<file path="config.mk">
export PLATFORM = sky130hd
export DESIGN_NAME = nibble_accumulator_cpu_step_flat
export DESIGN_NICKNAME = d
export VERILOG_FILES = /design/src/sv/nacpu_pkg.sv /design/src/sv/nacpu_if.sv /design/src/sv/nacpu_regfile.sv /design/src/sv/nacpu_exec.sv /design/src/sv/nibble_accumulator_cpu_step.sv /design/src/flat_wrapper.sv
export SDC_FILE = /design/constraint.sdc
export NUM_CORES = 1
export LEC_CHECK = 0
export ABC_CLOCK_PERIOD_IN_PS = 3700
export BUFFER_PORTS_ARGS = -buffer_cell sky130_fd_sc_hd__buf_2
export CAP_MARGIN = 20
export CORE_MARGIN = 1.5
export CORE_UTILIZATION = 59
export CTS_BUF_LIST = sky130_fd_sc_hd__clkbuf_8 sky130_fd_sc_hd__clkbuf_16
export CTS_CLUSTER_SIZE = 16
export DETAILED_ROUTE_END_ITERATION = 16
export GPL_ROUTABILITY_DRIVEN = 0
export GPL_TIMING_DRIVEN = 0
export PLACE_DENSITY_LB_ADDON = 0.1
export REMOVE_ABC_BUFFERS = 1
export SLEW_MARGIN = 20
export SYNTH_ARGS = -nofsm -noshare
export SYNTH_HDL_FRONTEND = slang
export SYNTH_SLANG_ARGS = --single-unit
</file>
<file path="constraint.sdc">
create_clock -name clk -period 3.7 [get_ports clk]
set_clock_uncertainty 0.2 [all_clocks]
set_input_delay 0.185 -clock clk [delete_from_list [all_inputs] [get_ports clk]]
set_output_delay 0.185 -clock clk [all_outputs]
set_load 0.005 [all_outputs]
</file>
<file path="src/sv/nacpu_pkg.sv">
// Package for the nibble accumulator CPU step block.
// Opcode codes, field widths and the execute result struct; no dependencies.
package nacpu_pkg;

  localparam int INSTR_W  = 8;
  localparam int PC_W     = 8;
  localparam int NIB_W    = 4;
  localparam int NUM_REGS = 8;
  localparam int REG_IDX_W = $clog2(NUM_REGS);

  // instruction bit positions
  localparam int BRANCH_BIT = 7;
  localparam int IMM_BIT    = 6;
  localparam int STORE_BIT  = 3;
  localparam int SIGN_BIT   = 3;

  // upper nibble with the branch bit clear
  typedef enum logic [2:0] {
    OPC_ADD_REG  = 3'd0,
    OPC_NAND_REG = 3'd1,
    OPC_XOR_REG  = 3'd2,
    OPC_NOP      = 3'd3,
    OPC_ADD_IMM  = 3'd4,
    OPC_NAND_IMM = 3'd5,
    OPC_XOR_IMM  = 3'd6,
    OPC_MOVE     = 3'd7
  } opcode_t;

  typedef struct packed {
    logic [PC_W-1:0]  next_pc;
    logic [NIB_W-1:0] acc;
    logic             reg_we;
  } exec_t;

endpackage

</file>
<file path="src/sv/nacpu_if.sv">
// Handshake channels of the nibble accumulator CPU step block.
// Depends on nacpu_pkg for field widths.
interface nacpu_in_if import nacpu_pkg::*; ();
  logic               valid;
  logic               ready;
  logic [INSTR_W-1:0] instruction;

  modport source(output valid, output instruction, input ready);
  modport sink(input valid, input instruction, output ready);
endinterface

interface nacpu_out_if import nacpu_pkg::*; ();
  logic             valid;
  logic             ready;
  logic [PC_W-1:0]  next_pc;
  logic [NIB_W-1:0] accumulator;
  logic [NIB_W-1:0] out_port;

  modport source(output valid, output next_pc, output accumulator, output out_port,
                 input ready);
  modport sink(input valid, input next_pc, input accumulator, input out_port,
               output ready);
endinterface

</file>
<file path="src/sv/nacpu_regfile.sv">
// Eight-entry 4-bit register file, one write port, one indexed read port
// and a fixed tap on register 0. Depends on nacpu_pkg.
module nacpu_regfile import nacpu_pkg::*; (
  input  logic                 clk,
  input  logic                 rst_n,
  input  logic                 we,
  input  logic [REG_IDX_W-1:0] idx,
  input  logic [NIB_W-1:0]     wdata,
  output logic [NIB_W-1:0]     rdata,
  output logic [NIB_W-1:0]     reg0
);

  logic [NIB_W-1:0] regs_r [NUM_REGS];

  always_ff @(posedge clk) begin
    if (!rst_n) begin
      for (int i = 0; i < NUM_REGS; i++) regs_r[i] <= '0;
    end else if (we) begin
      regs_r[idx] <= wdata;
    end
  end

  assign rdata = regs_r[idx];
  assign reg0  = regs_r[0];

endmodule

</file>
<file path="src/sv/nacpu_exec.sv">
// Combinational execute step: next PC, accumulator and register write enable
// for one instruction. Depends on nacpu_pkg.
module nacpu_exec import nacpu_pkg::*; (
  input  logic [INSTR_W-1:0] instr,
  input  logic [PC_W-1:0]    pc,
  input  logic [NIB_W-1:0]   acc,
  input  logic [NIB_W-1:0]   reg_rdata,
  output exec_t              res
);

  opcode_t          opc;
  logic [NIB_W-1:0] opnd;
  logic [PC_W-1:0]  pc_inc;

  assign opc    = opcode_t'(instr[INSTR_W-2 -: 3]);
  assign opnd   = instr[IMM_BIT] ? instr[NIB_W-1:0] : reg_rdata;
  assign pc_inc = pc + PC_W'(1);

  always_comb begin
    res.next_pc = pc_inc;
    res.acc     = acc;
    res.reg_we  = 1'b0;
    if (instr[BRANCH_BIT]) begin
      if (acc[SIGN_BIT]) res.next_pc = {1'b0, instr[PC_W-2:0]};
    end else begin
      case (opc)
        OPC_ADD_REG, OPC_ADD_IMM:   res.acc = opnd + acc;
        OPC_NAND_REG, OPC_NAND_IMM: res.acc = ~(opnd & acc);
        OPC_XOR_REG, OPC_XOR_IMM:   res.acc = opnd ^ acc;
        OPC_MOVE: begin
          if (instr[STORE_BIT]) res.reg_we = 1'b1;
          else                  res.acc    = reg_rdata;
        end
        default: ;
      endcase
    end
  end

endmodule

</file>
<file path="src/sv/nibble_accumulator_cpu_step.sv">
// Nibble accumulator CPU step: executes one instruction word per input word.
// Input channel in_ch carries an 8-bit instruction fetched at the current PC.
// Output channel out_ch returns one word per instruction: the PC after it,
// the accumulator after it and register 0 (the output port) after it.
// Both channels use valid/ready; a word moves when both are high.
// An accepted instruction is held in the input register, is executed
// combinationally against the architectural state there, and its result
// lands in the output register once that register is free or being read.
// Throughput is one instruction per cycle while the receiver holds
// out_ch.ready high; the execute path runs from the input register through
// the register file read to the state and output registers.
// When the receiver stalls, the result waits in the output register and the
// next instruction waits in the input register; in_ch.ready drops only when
// both are occupied.
// Synchronous active-low reset clears PC, accumulator, all eight registers
// and both valid flags.
// Depends on nacpu_pkg, nacpu_if, nacpu_regfile and nacpu_exec.
module nibble_accumulator_cpu_step import nacpu_pkg::*; (
  input logic           clk,
  input logic           rst_n,
  nacpu_in_if.sink      in_ch,
  nacpu_out_if.source   out_ch
);

  logic               ivalid_r;
  logic [INSTR_W-1:0] instr_r;
  logic [PC_W-1:0]    pc_r;
  logic [NIB_W-1:0]   acc_r;
  logic               ovalid_r;
  logic [PC_W-1:0]    opc_r;
  logic [NIB_W-1:0]   oacc_r;
  logic [NIB_W-1:0]   oport_r;

  logic               advance;
  logic               in_take;
  logic [NIB_W-1:0]   reg_rdata;
  logic [NIB_W-1:0]   reg0;
  logic [NIB_W-1:0]   reg0_nxt;
  exec_t              res;

  assign advance = ivalid_r && (!ovalid_r || out_ch.ready);
  assign in_ch.ready = !ivalid_r || advance;
  assign in_take = in_ch.valid && in_ch.ready;

  nacpu_regfile u_regfile (
    .clk   (clk),
    .rst_n (rst_n),
    .we    (advance && res.reg_we),
    .idx   (instr_r[REG_IDX_W-1:0]),
    .wdata (acc_r),
    .rdata (reg_rdata),
    .reg0  (reg0)
  );

  nacpu_exec u_exec (
    .instr     (instr_r),
    .pc        (pc_r),
    .acc       (acc_r),
    .reg_rdata (reg_rdata),
    .res       (res)
  );

  // store to register 0 shows on the port in the same result
  assign reg0_nxt = (res.reg_we && instr_r[REG_IDX_W-1:0] == '0) ? acc_r : reg0;

  always_ff @(posedge clk) begin
    if (!rst_n) begin
      ivalid_r <= 1'b0;
      ovalid_r <= 1'b0;
      pc_r     <= '0;
      acc_r    <= '0;
    end else begin
      if (in_take)      ivalid_r <= 1'b1;
      else if (advance) ivalid_r <= 1'b0;
      if (advance) begin
        ovalid_r <= 1'b1;
        pc_r     <= res.next_pc;
        acc_r    <= res.acc;
      end else if (out_ch.ready) begin
        ovalid_r <= 1'b0;
      end
    end
  end

  always_ff @(posedge clk) begin
    if (in_take) instr_r <= in_ch.instruction;
    if (advance) begin
      opc_r   <= res.next_pc;
      oacc_r  <= res.acc;
      oport_r <= reg0_nxt;
    end
  end

  assign out_ch.valid       = ovalid_r;
  assign out_ch.next_pc     = opc_r;
  assign out_ch.accumulator = oacc_r;
  assign out_ch.out_port    = oport_r;

  a_adv_valid: assert property (@(posedge clk) disable iff (!rst_n)
    advance |=> out_ch.valid)
    else $error("executed word not presented");

  a_pc_match: assert property (@(posedge clk) disable iff (!rst_n)
    advance |=> (out_ch.next_pc == pc_r && out_ch.accumulator == acc_r))
    else $error("output word disagrees with state");

  a_port_match: assert property (@(posedge clk) disable iff (!rst_n)
    advance |=> out_ch.out_port == reg0)
    else $error("output port disagrees with register 0");

  a_full_stall: assert property (@(posedge clk) disable iff (!rst_n)
    (ivalid_r && out_ch.valid && !out_ch.ready) |-> !in_ch.ready)
    else $error("input accepted while both stages full");

endmodule

</file>
<file path="src/flat_wrapper.sv">
// flat-port wrapper written by rule: the top's interface ports become plain ports
module nibble_accumulator_cpu_step_flat import nacpu_pkg::*;
  (clk, rst_n, in_ch_valid, in_ch_instruction, in_ch_ready, out_ch_valid, out_ch_next_pc, out_ch_accumulator, out_ch_out_port, out_ch_ready);
  nacpu_in_if in_ch_i ();
  nacpu_out_if out_ch_i ();
  input logic clk;
  input logic rst_n;
  input wire logic [$bits(in_ch_i.valid)-1:0] in_ch_valid;
  input wire logic [$bits(in_ch_i.instruction)-1:0] in_ch_instruction;
  output wire logic [$bits(in_ch_i.ready)-1:0] in_ch_ready;
  output wire logic [$bits(out_ch_i.valid)-1:0] out_ch_valid;
  output wire logic [$bits(out_ch_i.next_pc)-1:0] out_ch_next_pc;
  output wire logic [$bits(out_ch_i.accumulator)-1:0] out_ch_accumulator;
  output wire logic [$bits(out_ch_i.out_port)-1:0] out_ch_out_port;
  input wire logic [$bits(out_ch_i.ready)-1:0] out_ch_ready;
  assign in_ch_i.valid = in_ch_valid;
  assign in_ch_i.instruction = in_ch_instruction;
  assign in_ch_ready = in_ch_i.ready;
  assign out_ch_valid = out_ch_i.valid;
  assign out_ch_next_pc = out_ch_i.next_pc;
  assign out_ch_accumulator = out_ch_i.accumulator;
  assign out_ch_out_port = out_ch_i.out_port;
  assign out_ch_i.ready = out_ch_ready;
  nibble_accumulator_cpu_step u_core (.clk(clk), .rst_n(rst_n), .in_ch(in_ch_i), .out_ch(out_ch_i));
endmodule
</file>
==> impl_metrics.ini, run 1 <==
[detailed_routing]
wl_per_cell_um = 17.96
drc = 0
drt_iter0_markers = 166
postRouteAntennaNets = 0
route.met3.wl_um = 291
vias = 2332
drt-met1-wl_mm = 3.543
firstDrtPassIters = 4
totalWireLength_mm = 7.219
met2_length_mm = 3.304
dr.max_layer_used = met4
avgViaCountPerCell = 5.801

[floorplanning]
die_height_um = 81.49
fp.dieArea_um2 = 6641
ios = 30
die_x_um = 81.49
core.rowCount = 28
core_um2 = 5921
initial_core_util_pct = 61.39

[timing]
slew_headroom_pct = 34.38
fmax_ghz = 0.2835
rsz0062_at_grt = false
setup_viol = 0
period_needed_ps = 3527
drv_slew = 0
tightest_slew_ps = 978.3
finalSetupTns_ps = 0
timing.final.crit_share_pct = 95.34
final_hold_viol_count = 0

[status]
run_status = finished clean

[logic_synthesis]
yosys_most_used_dff = edfxtp_1
synth_edf_count = 56
syn_inst = 291
ys_seq_area_share_pct = 55.63
synth_top_family_by_area = simple AND/OR/NAND/NOR gates
yosys-top-cells-area = edfxtp_1, dfxtp_1, and2_1
synth_top_area_share_pct = 46.27
syn_area_um2 = 3635
synth-seq-cells = 73
synth_top_area_cell = edfxtp_1
synth_most_common_cell = edfxtp_1
synth_common_cells = edfxtp_1, and2_1, nand2_1
async_flop_share_pct = 0
synthAdderAreaFrac_pct = 2.272
synth-simple-area-share_pct = 19.00
syn-mean-instance-area_um2 = 12.49
synth.distinct_cells = 53
synth_xor_area_share_pct = 1.446
ys_warn_count = 0
synthMuxAreaShare_pct = 11.12
synth_compound_area_share_pct = 6.919

[critical_path]
required_ps = 3590
critical_path.max_fanout = 10
cp.arrival_ps = 3420
cp_top_family = multiplexers
crit_chain = mux4_1 > mux2_2 > mux2_2 > ha_1 > fa_1 > nor3b_1 > o21bai_1 > a21oi_1 > or3_1
rrSetupSlack_ps = 170
rr_endpoint = u_core.out_ch.accumulator[2]
worst_path_most_repeated_cell = mux2_2
path_buf_inv = 0
crit_path_end_kind = flop
r2r_cells = 9
max_stage_delay_ps = 640
start_kind = flop
crit_path_top_delay_cell = mux4_1
crit_type = flop to flop

[worst_hold_path]
min_path_type = input port to flop
whs_endpoint = u_core.acc_r[3]
hold_path_depth = 2
holdCritStartpoint = rst_n

[clocking]
clock_latency_ps = 360
path_clk_slew_ps = 80
post-cts-setup-buffers = 0
cts_root_buf = clkbuf_8
numCtsBuffers = 9
cts.sinks = 73
cts_tree = built
clk_path_buf_depth = 2
cts-htree-levels = 3

[global_route]
antenna_found_initial = 0
grt_max_degree = 31
grt_pass1_wl_mm = 11.49
overflow = 0
grt_pass1_vias = 2246
grt_usage_pct = 24.30

[final_layout]
final_net_count = 340
multiInputGateArea_um2 = 1481
syn2layout_area_growth_pct = 10.98
seqCellArea_um2 = 2023
drive_gt1_share_pct = 22.02
n_antenna_cell = 0
stdcell_count = 402
fillers = 437

[power_and_ir_drop]
ir_drop_mv = 0.2964
p_leak_uw = 0.001533
powerDensity_nw_per_um2 = 413.2

[place]
dp_cells = 376
hpwl_mm = 4.898
io_buffers = 29

[job]
maxCapViolations = 0
==> flip-flops by register name, indices dropped and copies added (netlist names), named ones only <==
register,count
u_core.u_regfile.regs_r,32
u_core.instr_r,8
u_core.out_ch.out_port,4
u_core.ivalid_r,1
u_core.out_ch.valid,1
u_core.pc_r,8
u_core.acc_r,4
u_core.out_ch.next_pc,8
u_core.out_ch.accumulator,4
==> layout by cell type (no fill, tap or decap), types with 5 or more instances in the layout <==
master,netlist,routed
a21oi_1,16,16
and2_1,29,29
buf_2,2,29
clkbuf_8,0,9
dfxtp_1,17,16
dlygate4sd3_1,0,10
edfxtp_1,56,56
ha_1,5,5
mux2_2,11,11
mux2i_1,10,10
mux4_1,6,6
nand2_1,20,20
nand2b_1,6,6
nand3_1,7,7
nor2_1,19,19
nor2b_1,6,6
nor3_1,7,7
o21ai_0,6,6
==> worst reg2reg max path, delay by kind of cell (launching register included) <==
family / cells / cell delay, ps
AO/OA/AOI/OAI: 2 / 220
flip-flops: 1 / 530
multiplexers: 3 / 1230
AND/OR/NAND/NOR: 2 / 490
adder cells (fa/ha/maj): 2 / 600
==> cell type report <==
| type | instances | area share, % |
|---|---|---|
| multi-input combinational | 194 | 36.72 |
| sequential | 73 | 50.16 |
| clock buffer | 9 | 3.071 |
| timing repair buffer | 39 | 6.079 |
| inverter | 5 | 0.4653 |
| clock inverter | 7 | 1.179 |
| tap | 75 | 2.326 |
==> where the power goes <==
part           internal (µW)  switching (µW)
Combinational           76.8            80.3
Sequential               918            43.0
Clock                    241             307
Total                   1240             430
==> layer usage <==
metal | up-vias | track usage, %
met5 | - | 0
met4 | 0 | 8.966
met1 | 1129 | 34.14
li1 | 1135 | -
met3 | 7 | 5.556
met2 | 61 | 36.94
==> cell families after synthesis <==
family          after synthesis
simple gates                115
flops                        73
compound gates               39
mux                          28
buf+inv                      24
xor+xnor                      6
fa+ha+maj                     6
==> worst max-delay path by stage <==
stage / slack (ps) / to / cells after the start / from
finish: 170 / u_core.out_ch.accumulator[2] / 9 / flop
global route: 20 / u_core.u_regfile.regs_r[2][1] / 8 / out_ch_ready
CTS: 190 / u_core.out_ch.accumulator[2] / 9 / flop
detailed placement: 30 / u_core.out_ch.accumulator[2] / 9 / flop
global placement: 20 / u_core.out_ch.accumulator[2] / 9 / flop
floorplan: 350 / u_core.out_ch.accumulator[2] / 9 / flop
==> metrics by stage <==
stage          cell area [µm²]  setup slack [ps]  power [µW]  util [%]  hold slack [ps]
6_report                  4034             172.6        1667     68.13            86.87
5_1_grt                   4034             23.10        1727     68.13            93.65
2_1_floorplan             3522             351.1        1068         -            83.87
3_5_place_dp              3761             29.46        1126     63.52            163.1
4_1_cts                   4034             186.5        1674     68.13            66.19
3_3_place_gp              3761             17.96        1122     63.52            163.5
==> repair_timing <==
action,in CTS,in global routing
endpoints found under the setup margin,1,0
hold buffers,10,0
endpoints found under the hold margin,13,0
resized for setup,1,0
No activity file was read; power rests on OpenSTA's default activity.
==> run 2: changes to the inputs <==
- PLACE_DENSITY: default -> 0.79
- PLACE_DENSITY_LB_ADDON: 0.1 -> default
==> impl_metrics.ini, run 2 (synthesized netlist as in run 1, its figures left out) <==
[status]
run_status = finished clean

[floorplanning]
fp.dieArea_um2 = 6641
ios = 30
initial_core_util_pct = 61.39
core_um2 = 5921
die_x_um = 81.49
core.rowCount = 28
die_height_um = 81.49

[critical_path]
path_buf_inv = 0
critPathCapture = u_core.out_ch.accumulator[2]
critical_path.max_fanout = 10
cp_top_family = multiplexers
crit_path_top_delay_cell = mux4_1
max_stage_delay_ps = 620
rrSetupSlack_ps = 190
worst_path_most_repeated_cell = mux2_2
rr_endpoint = u_core.out_ch.accumulator[2]
required_ps = 3590
r2r_cells = 9
crit_type = flop to flop
cp.depth = 9
crit_path_end_kind = flop
start_kind = flop
crit_chain = mux4_1 > mux2_2 > mux2_2 > ha_1 > fa_1 > nor3b_1 > o21bai_1 > a21oi_1 > or3_1
cp.arrival_ps = 3400

[place]
placed_area_um2 = 3761
hpwl_mm = 4.936
dp_cells = 376
io_buffers = 29

[power_and_ir_drop]
p_leak_uw = 0.001562
ir_drop_mv = 0.2691
powerDensity_nw_per_um2 = 423.1

[clocking]
cts.sinks = 73
numCtsBuffers = 9
post-cts-setup-buffers = 0
clk_path_buf_depth = 2
cts-htree-levels = 3
cts_root_buf = clkbuf_8
clock_latency_ps = 340
path_clk_slew_ps = 80
cts_tree = built

[timing]
period_needed_ps = 3508
final_hold_viol_count = 0
fmax_ghz = 0.2851
rsz0062_at_grt = false
drv_slew = 0
timing.final.crit_share_pct = 94.81
slew_headroom_pct = 33.11
tightest_slew_ps = 997.2
finalSetupTns_ps = 0
setup_viol = 0

[global_route]
grt_use_met2_pct = 37.27
gr-usage-met3_pct = 5.556
grt_usage_pct = 23.79
busiest_layer = met2
grt_pass1_wl_mm = 11.26
grtUsageMet1_pct = 30.94
grt_max_degree = 31
antenna_found_initial = 0
overflow = 0
grt_pass1_vias = 2242

[final_layout]
final_cell_mix = edfxtp_1, and2_1, buf_2, nand2_1, nor2_1
final_util_pct = 68.58
largest_reg_flops = 32
final_area_um2 = 4060
n_antenna_cell = 0
drive_gt1_share_pct = 21.10
stdcell_count = 402
syn2layout_area_growth_pct = 11.70
regMostFlops = u_core.u_regfile.regs_r
mostFrequentLayoutCell = edfxtp_1
final_net_count = 340

[detailed_routing]
vias = 2334
wl_per_cell_um = 17.76
firstDrtPassIters = 4
totalWireLength_mm = 7.141
drt_iter0_markers = 153
postRouteAntennaNets = 0
avgViaCountPerCell = 5.806
drc = 0

[worst_hold_path]
min_path_type = input port to flop

[job]
maxCapViolations = 0
==> run 2: cell count changes in the layout (fill, tap and decap cells not counted), sizes merged <==
cell,previous run,this run
clkbuf,9,11
clkinv,7,4
clkinvlp,2,0
inv,3,6
==> run 2: per-layer routing <==
layer | part of all wire (%) | wire (µm)
met5 | 0 | 0
met4 | 2.5 | 181
met3 | 5.8 | 416
met2 | 48 | 3405
met1 | 44 | 3138
==> run 2: cell type report <==
class | instances | area, µm²
Clock inverter | 5 | 21.27
Fill cell | 411 | 1861
Clock buffer | 11 | 173.9
Inverter | 5 | 18.77
Tap cell | 75 | 93.84
Sequential cell | 73 | 2026
Timing Repair Buffer | 39 | 245.2
Multi-Input combinational cell | 194 | 1481
==> run 2: worst min-delay path by stage <==
stage                         start           endpoint  slack, ps  cells past startpoint
2_1_floorplan  in_ch_instruction[0]  u_core.instr_r[0]         80                      0
3_3_place_gp   in_ch_instruction[3]  u_core.instr_r[3]        160                      1
3_5_place_dp   in_ch_instruction[3]  u_core.instr_r[3]        160                      1
4_1_cts                       rst_n    u_core.acc_r[0]         50                      3
5_1_grt                       rst_n    u_core.acc_r[3]         70                      2
6_report                      rst_n    u_core.acc_r[0]         80                      3
==> run 2: worst min-delay path, stage by stage <==
cell	delay [ps]
buf_2	230
o21ai_0	120
a21oi_1	50
==> run 2: what timing repair did <==
| item | CTS | global route |
|---|---|---|
| gates resized for setup | 1 | 1 |
| hold endpoints to repair | 13 | 0 |
| endpoints found under the setup margin | 1 | 1 |
| hold buffers | 10 | 0 |
==> run 2: where the power goes <==
part | leakage [µW] | internal [µW] | switching (µW)
combinational | 0.000748 | 76.9 | 82.8
clock | 0.000113 | 316 | 282
sequential | 0.000700 | 918 | 42.0
==> run 2: per-stage QoR <==
stage                     power, µW  worst slack (ps)  hold slack (ps)
after global routing           1775             2.448            74.90
after detailed placement       1128            -69.75            163.1
final                          1718             192.0            76.59
after global placement         1121             10.93            162.9
after floorplan                1068             351.1            83.87
after CTS                      1723             125.6            51.01
==> run 3: changes to the inputs <==
- CORE_UTILIZATION: 59 -> 45
- PLACE_DENSITY: 0.79 -> default
==> impl_metrics.ini, run 3 (synthesized netlist as in run 1, its figures left out) <==
[critical_path]
crit_chain = mux4_1 > mux2_2 > mux2_2 > ha_1 > fa_1 > nor3b_1 > o21bai_1 > a21oi_1 > or3_1
cp_top_family = multiplexers
start_kind = flop
crit_type = flop to flop
path_buf_inv = 0
max_stage_delay_ps = 640
cp.arrival_ps = 3430
critical_path.max_fanout = 10
crit_path_top_delay_cell = mux4_1
worst_path_most_repeated_cell = mux2_2
crit_path_end_kind = flop
required_ps = 3590

[power_and_ir_drop]
pwr-share-comb_pct = 8.8
p_int_uw = 1440
power_frac_clock_pct = 39.4
p_switching_uw = 421.1
powerDensity_nw_per_um2 = 446.2
p_seq_share_pct = 51.7
ir_drop_mv = 0.2091
swShare_pct = 22.62
p_leak_uw = 0.001579

[timing]
tightest_slew_ps = 725.0
slew_headroom_pct = 51.67
fmax_ghz = 0.2823
drv_slew = 0
finalSetupTns_ps = 0
holdWs_ps = 77.59
setup_viol = 0
final_hold_viol_count = 0
period_needed_ps = 3542
timing.final.crit_share_pct = 95.74
rsz0062_at_grt = false

[floorplanning]
die_height_um = 92.88
ios = 30
core.rowCount = 32
initial_core_util_pct = 46.79
fp.dieArea_um2 = 8626
core_um2 = 7767
die_x_um = 92.88

[place]
placed_area_um2 = 3795
io_buffers = 29
hpwl_mm = 5.052

[global_route]
grt_usage_pct = 18.60
grt_pass1_wl_mm = 11.76
antenna_found_initial = 0
grt_pass1_vias = 2226
overflow = 0
grt_max_degree = 31

[clocking]
numCtsBuffers = 9
cts.sinks = 73
path_clk_slew_ps = 80
cts-htree-levels = 3
clk_path_buf_depth = 2
post-cts-setup-buffers = 0
cts_root_buf = clkbuf_8
cts_tree = built
clock_latency_ps = 350

[detailed_routing]
drc = 0
totalWireLength_mm = 7.508
avgViaCountPerCell = 5.411
firstDrtPassIters = 4
wl_per_cell_um = 17.42
drt_iter0_markers = 86
vias = 2332
postRouteAntennaNets = 0

[final_layout]
regMostFlops = u_core.u_regfile.regs_r
syn2layout_area_growth_pct = 14.77
n_antenna_cell = 0
mostFrequentLayoutCell = edfxtp_1
final_area_um2 = 4172
final_util_pct = 53.70
drive_gt1_share_pct = 21.58
final_cell_mix = edfxtp_1, and2_1, buf_2, nand2_1, nor2_1
largest_reg_flops = 32
final_net_count = 342

[status]
run_status = finished clean

[job]
maxCapViolations = 0

[worst_hold_path]
min_path_type = input port to flop
==> run 3: layer usage <==
layer | track usage (%) | vias to the layer above | wire, µm
li1 | - | 1139 | -
met1 | 23.87 | 1112 | 3534
met2 | 30.17 | 66 | 3531
met3 | 4.187 | 15 | 274
met4 | 7.955 | 0 | 167
met5 | 0 | - | 0
==> run 3: power groups by stage <==
stage / Sequential, µW / Clock (µW) / Combinational [µW]
floorplan: 964 / 0 / 103
global placement: 980 / 0 / 150
detailed placement: 981 / 0 / 151
CTS: 963 / 744 / 160
global route: 967 / 777 / 182
finish: 962 / 734 / 165
==> run 3: final cells by class <==
type                    instances  area (µm²)
fillers                       685        3596
flip-flops and latches         73        2023
multi-input cells             194        1486
repair buffers                 41       282.8
well taps                     102       127.6
clock buffers                   9       123.9
clock inverters                 7       108.9
inverters                       5       18.77
==> run 3: what timing repair did <==
item / CTS / global route
resized for setup: 1 / 1
pin swaps: 0 / 0
hold endpoints to repair: 13 / 0
setup endpoints to repair: 3 / 1
gates cloned: 0 / 0
hold buffers: 11 / 0
==> run 3: worst reg2reg max path, stage by stage (launching register included) <==
cell and delay (ps):
dfxtp_2 520, mux4_1 650, mux2_2 320, mux2_2 270, ha_1 220, fa_1 390, nor3b_1 150, o21bai_1 140
a21oi_1 90, or3_1 340
==> run 3: per-stage QoR <==
| stage | instances | setup WS [ps] | power, µW |
|---|---|---|---|
| 2_1_floorplan | 272 | 351.1 | 1068 |
| 3_3_place_gp | 403 | -64.31 | 1130 |
| 3_5_place_dp | 403 | -42.15 | 1132 |
| 4_1_cts | 430 | 146.8 | 1868 |
| 5_1_grt | 431 | 72.23 | 1926 |
| 6_report | 431 | 157.7 | 1861 |
==> run 3: worst paths after layout <==
check	start	endpoint	slack [ps]	depth (start not counted)
min	rst_n	u_core.acc_r[3]	80	2
max	flop	u_core.out_ch.accumulator[2]	160	9
max reg2reg	flop	u_core.out_ch.accumulator[2]	160	9
min reg2reg	u_core.pc_r[1]	u_core.pc_r[1]	280	2
